[src/mgb_pkg.sv]
// types and constants of the glyph blitter
// no dependencies
package mgb_pkg;

   localparam int GW_W   = 7;
   localparam int GH_W   = 7;
   localparam int SW_W   = 11;
   localparam int SH_W   = 10;
   localparam int CSR_W  = 11;
   localparam int POS_W  = 11;
   localparam int PIX_W  = 13;
   localparam int SADR_W = 21;

   localparam logic [GW_W-1:0] GW_RESET = 7'd19;
   localparam logic [GH_W-1:0] GH_RESET = 7'd25;
   localparam logic [SW_W-1:0] SW_RESET = 11'd800;
   localparam logic [SH_W-1:0] SH_RESET = 10'd480;

   typedef enum logic [1:0] {
      OP_LOAD  = 2'd0,
      OP_DRAW  = 2'd1,
      OP_READ  = 2'd2,
      OP_WRITE = 2'd3
   } op_type;

   typedef enum logic [1:0] {
      REG_GW = 2'd0,
      REG_GH = 2'd1,
      REG_SW = 2'd2,
      REG_SH = 2'd3
   } reg_type;

   typedef struct packed {
      logic capture;
      logic pix_clear;
      logic pix_step;
      logic pix_stage;
      logic pix_fetch;
      logic pix_write;
      logic glyph_load;
      logic scr_read;
      logic scr_write;
      logic rsp_load;
   } cmd_type;

   typedef struct packed {
      logic draw_empty;
      logic pix_last;
   } stat_type;

endpackage

[src/mgb_ctrl.sv]
// sequencer of the glyph blitter
// depends on mgb_pkg
module mgb_ctrl import mgb_pkg::*; (
   input  logic     clock,
   input  logic     reset,
   input  logic     req_valid,
   output logic     req_ready,
   input  logic [1:0] req_operation,
   output logic     rsp_valid,
   input  logic     rsp_ready,
   input  stat_type stat,
   output cmd_type  cmd
);

   typedef enum logic [2:0] {
      ST_IDLE, ST_GLOAD, ST_SREAD, ST_SWRITE, ST_PADDR, ST_PREAD, ST_PWRITE, ST_DONE
   } state_type;

   state_type state_ff;
   logic      rsp_valid_ff;
   logic      accept;
   logic      slot_free;
   op_type    op_in;

   assign req_ready = (state_ff == ST_IDLE);
   assign accept    = req_valid && req_ready;
   assign rsp_valid = rsp_valid_ff;
   assign slot_free = !rsp_valid_ff || rsp_ready;
   assign op_in     = op_type'(req_operation);

   always_comb begin
      cmd            = '0;
      cmd.capture    = accept;
      cmd.pix_clear  = accept;
      cmd.glyph_load = (state_ff == ST_GLOAD);
      cmd.scr_read   = (state_ff == ST_SREAD);
      cmd.scr_write  = (state_ff == ST_SWRITE);
      cmd.pix_stage  = (state_ff == ST_PADDR);
      cmd.pix_fetch  = (state_ff == ST_PREAD);
      cmd.pix_write  = (state_ff == ST_PWRITE);
      cmd.pix_step   = (state_ff == ST_PWRITE) && !stat.pix_last;
      cmd.rsp_load   = (state_ff == ST_DONE) && slot_free;
   end

   always_ff @(posedge clock) begin
      if (reset) begin
         state_ff     <= ST_IDLE;
         rsp_valid_ff <= 1'b0;
      end else begin
         if (cmd.rsp_load) begin
            rsp_valid_ff <= 1'b1;
         end else if (rsp_ready) begin
            rsp_valid_ff <= 1'b0;
         end
         unique case (state_ff)
            ST_IDLE: begin
               if (accept) begin
                  unique case (op_in)
                     OP_LOAD:  state_ff <= ST_GLOAD;
                     OP_DRAW:  state_ff <= stat.draw_empty ? ST_DONE : ST_PADDR;
                     OP_READ:  state_ff <= ST_SREAD;
                     OP_WRITE: state_ff <= ST_SWRITE;
                     default:  state_ff <= ST_IDLE;
                  endcase
               end
            end
            ST_GLOAD:  state_ff <= ST_DONE;
            ST_SREAD:  state_ff <= ST_DONE;
            ST_SWRITE: state_ff <= ST_DONE;
            ST_PADDR:  state_ff <= ST_PREAD;
            ST_PREAD:  state_ff <= ST_PWRITE;
            ST_PWRITE: state_ff <= stat.pix_last ? ST_DONE : ST_PADDR;
            ST_DONE: begin
               if (slot_free) begin
                  state_ff <= ST_IDLE;
               end
            end
            default:   state_ff <= ST_IDLE;
         endcase
      end
   end

endmodule

[config.mk]
export PLATFORM = sky130hd
export DESIGN_NAME = mgb_ctrl
export DESIGN_NICKNAME = d
export VERILOG_FILES = /design/src/mgb_pkg.sv /design/src/mgb_ctrl.sv
export SDC_FILE = /design/constraint.sdc
export NUM_CORES = 1
export LEC_CHECK = 0
export BUFFER_PORTS_ARGS = -buffer_cell sky130_fd_sc_hd__clkbuf_2
export CAP_MARGIN = 20
export CORE_AREA = 4 4 41 43
export DETAILED_ROUTE_END_ITERATION = 8
export DIE_AREA = 0 0 45 47
export SLEW_MARGIN = 0
export SYNTH_ARGS = -nofsm -noshare
export SYNTH_HDL_FRONTEND = slang
export SYNTH_SLANG_ARGS = --single-unit
[constraint.sdc]
create_clock -name clock -period 1.6 [get_ports clock]
set_input_delay 0.32 -clock clock [delete_from_list [all_inputs] [get_ports clock]]
set_output_delay 0.32 -clock clock [all_outputs]
set_load 0.03 [all_outputs]
==> results list <==
- Entering global routing, the biggest net connects 12 pins.
- Reg-to-reg critical path endpoint: state_ff[1]
- During placement, the flow inserted port buffers numbering 19.
- Number of nets produced by synthesis: 46
- Hold Crit Endpoint: state_ff[1]
* Wire length of the first global-routing pass: 1330 um
- Reg2Reg Depth: 4
- Max transition margin: 0.868
- The initial utilization of the core area, before any placement, comes to 0.237.
- The flow ran to the end, but the final reports show violations.
- Mean instance size in the synthesized netlist: 8.13 um^2
* Post-Synth Adder-Cell Area: 0
- Kind of critical path: register to output port
- Synth Area in Compound Gates: 0.198
* Number of DRC markers in iteration 0: 3
- Via count of the first global-routing pass: approximately 320
- Class of the most critical hold timing path: input port to register
* Maximum clock rate: 0.622 GHz
- Total inserted antenna cells: 0
- Placement Cell Area: 432 um^2
- The worst hold path begins at reset.
- Unrepaired setup endpoints after global routing: yes
* Area added between synthesis and finish: 58.7%
- The share of total power dissipated in combinational logic is 0.563.
- Min Tclk post-route: between 1.5 and 2 ns
- Summed over all failing endpoints, the final setup total negative slack is -0.0143 ns.
- The number of antenna violations at the first check in global routing came to 0.
- GR Util met3: 0.0307
- Maximum Capacitance Violations: 0
- Setup violations remaining at the end of the flow were counted as 2.
- Summed area of non-filler cells in the final layout: about 490 um^2
- By area, the combinational part of the netlist is dominated by simple AND/OR/NAND/NOR gates.
- IR drop worst, VDD: 524 uV
- Power comes to around 0.00057 W.
* Number of failing hold endpoints at the final stage: 0
- Summed over all nets, the half-perimeter wirelength after detailed placement is 612 um.
- Aggregate routed wire length: about 800 um
- The floorplan step set the die width to 45 um.
- The die is around 47 um tall.
- Critical Path AT: 1.29 ns
* Area of the die: 2120 um^2
- Max-slew violation count: 0
- For this design the total switching power over the nets is 0.000229 W.
- Of the post-synthesis cell area, the part taken by muxes is 0.
- The floorplan has 13 rows.
- Of the synthesized area, sequential elements account for 0.259.
* Endpoint kind of the worst setup timing path: output port
* Worst path cell trace: or3_4 -> clkinvlp_4 -> and2_4 -> buf_8
- Top-level port count: 20
- Post-CTS clock slew at the launch and capture registers of the worst setup and hold paths: 0.04 ns
* Final worst-path cycle share: 1.00
- Clk_lat worst skew: approximately 0.23 ns
- Clock tree buffer depth: 2
- All-layer global routing usage: 0.0861
* Launch instance of the worst register-to-register path: state_ff[0]
- The pre-antenna-repair detailed-routing pass consisted of 4 iterations.
- The slowest stage of the critical path belongs to the cell sky130_fd_sc_hd__or3_4.
* Layer carrying the most global-route usage: met1
- Post-detailed-route DRC marker count: 0
- Dividing the detail-routed wire length by the instance count gives between 10 and 15 um.
- At the end of routability-driven placement, the weighted congestion stood at 0.754.
* H-tree depth: 1
- Using the TritonRoute via totals, the vias-per-cell ratio works out to 4.55.
- Leakage power total: 0.233 nW
- For the pin with the worst max-slew slack, the measured transition is 0.198 ns.
- Cell internal power dissipation: 0.000337 W
* Xor/xnor cell area share of the yosys netlist: 0
- For met2 alone, demand over resource in global routing was 0.116.
- Gate Count Post-Synth: 38
* Clock Sinks: 4
- The detailed router placed ~350 vias in this run.
- Pwr Density: between 1000 and 1500 nW/um^2
- The share of total power dissipated in the clock network is 0.216.
- Hold buffers post-CTS: 0
* Global routing met1 resource utilization: 0.123
- Layout cell share with drive strength beyond 1: 0.607
- The worst register-to-register path has a setup slack of 0.30 ns.
* Flip-flop and latch count after synthesis: 4
* Simple-gate area share of the yosys netlist: 0.421
- Largest driver fanout on the critical path: 2
- Synthesis instantiated 23 different standard cells from the library.
* Fraction of power spent switching nets: 0.405
- Power share of the sequential group: 0.221
- Detail Route Antenna Nets: 0
* Sort of element at the start of the critical path: register
- After global routing the overflow that remains totals 0.
- Across all setup checks in the final design, the least slack found is -0.00728 ns.
- Post-Synthesis Cell Area: 309 um^2
- TritonCTS built the clock tree.
- Worst Path Required: 1.28 ns
- Yosys warns: 0
* Biggest cell delay along the critical path: roughly 0.40 ns
* Std-Cell Core Area: 1300 um^2
- The final reports fail on setup timing.
- Fin util: 0.377
- Counting instances, the worst hold path has a depth of 2.
- Clk root buf: sky130_fd_sc_hd__clkbuf_4
- In this run, CTS created clock tree buffers numbering 3.
- In the final design database the tool counted 71 nets.
- On the final layout, the worst clock skew is 0.000602 ns.
## synthesized netlist by cell type
cell	n	share of area
sky130_fd_sc_hd__dfxtp_1	4	0.26
sky130_fd_sc_hd__nor2b_1	3	0.061
sky130_fd_sc_hd__nor3_1	3	0.049
sky130_fd_sc_hd__nor3b_1	3	0.073
sky130_fd_sc_hd__a21oi_1	2	0.032
sky130_fd_sc_hd__a31oi_1	2	0.040
sky130_fd_sc_hd__buf_4	2	0.049
sky130_fd_sc_hd__inv_1	2	0.024
sky130_fd_sc_hd__nand2b_1	2	0.040
sky130_fd_sc_hd__nor2_1	2	0.024
sky130_fd_sc_hd__a211oi_2	1	0.040
sky130_fd_sc_hd__and2_1	1	0.020
sky130_fd_sc_hd__and3b_1	1	0.028
sky130_fd_sc_hd__and3b_2	1	0.032
sky130_fd_sc_hd__buf_6	1	0.036
sky130_fd_sc_hd__clkbuf_1	1	0.012
sky130_fd_sc_hd__nand2_1	1	0.012
sky130_fd_sc_hd__nand3_1	1	0.016
sky130_fd_sc_hd__o221a_2	1	0.036
sky130_fd_sc_hd__o22a_1	1	0.028
sky130_fd_sc_hd__o22ai_1	1	0.020
sky130_fd_sc_hd__or3_4	1	0.036
sky130_fd_sc_hd__or3b_2	1	0.028
## logic make-up after synthesis
kind of cell,count (synthesis)
AO/OA/AOI/OAI,8
buffers and inverters,6
AND/OR/NAND/NOR,20
flip-flops,4
## critical path, delay by kind of cell (launching register included)
family | cells | cell delay [ns]
AND/OR/NAND/NOR | 2 | 0.55
flip-flops | 1 | 0.31
buffers and inverters | 2 | 0.20
## per-layer routing
| metal | vias up | share of wire |
|---|---|---|
| met2 | 20 | 0.39 |
| met1 | 144 | 0.50 |
| li1 | 182 | - |
| met4 | 0 | 0 |
| met5 | - | 0 |
| met3 | 0 | 0.11 |
## worst max path at each step
stage | from | to | slack [ns] | cells past startpoint
floorplan | state_ff[1] | cmd[8] | 0.01 | 5
global placement | state_ff[2] | cmd[8] | 0.17 | 4
detailed placement | state_ff[2] | cmd[9] | 0.15 | 4
CTS | state_ff[0] | cmd[9] | -0.03 | 4
global route | state_ff[0] | cmd[9] | -0.05 | 4
finish | state_ff[0] | cmd[9] | -0.007 | 4
## repair_timing
| action | 4_1_cts | 5_1_grt |
|---|---|---|
| setup endpoints to repair | 2 | 3 |
| pin swaps | 2 | 0 |
| gates resized for setup | 6 | 6 |
| setup buffers | 1 | 0 |
| endpoints found under the hold margin | 0 | 0 |
## layout make-up
| cell class | instances | area (um^2) |
|---|---|---|
| clock buffer | 3 | 22.5 |
| tap | 15 | 18.8 |
| multi-input combinational | 28 | 201 |
| timing repair buffer | 24 | 155 |
| inverter | 2 | 11.3 |
| fill | 146 | 811 |
| sequential | 4 | 81.3 |
## power by group through the flow
| stage | Clock, W | Combinational [W] | Sequential [W] |
|---|---|---|---|
| 2_1_floorplan | 0 | 0.000213 | 0.000132 |
| 3_3_place_gp | 0 | 0.000282 | 0.000126 |
| 3_5_place_dp | 0 | 0.000285 | 0.000126 |
| 4_1_cts | 0.000127 | 0.000312 | 0.000125 |
| 5_1_grt | 0.000137 | 0.000343 | 0.000127 |
| 6_report | 0.000122 | 0.000318 | 0.000125 |
## metrics by stage
stage	std cells	hold WS, ns	setup WS, ns
2_1_floorplan	38	0.385	0.0130
6_report	76	0.303	-0.00728
3_3_place_gp	72	0.541	0.171
5_1_grt	76	0.306	-0.0464
4_1_cts	76	0.300	-0.0263
3_5_place_dp	72	0.543	0.148
## cell usage in the layout (no fill, tap or decap), drive strengths merged
cell,instances
or3b,1
nand3,1
inv,1
and2,1
a211oi,1
nor3b,3
o221a,1
a21oi,2
buf,8
clkinvlp,1
or3,1
a31oi,2
nand2,1
dfxtp,4
nor3,3
nor2b,3
nor2,2
and3b,2
o22a,1
nand2b,2
clkbuf,19
o22ai,1
## state kept, by name, indices dropped and copies added (netlist names)
| register | flops |
|---|---|
| rsp_valid | 1 |
| state_ff | 3 |
(Power assumes the default switching activity.)
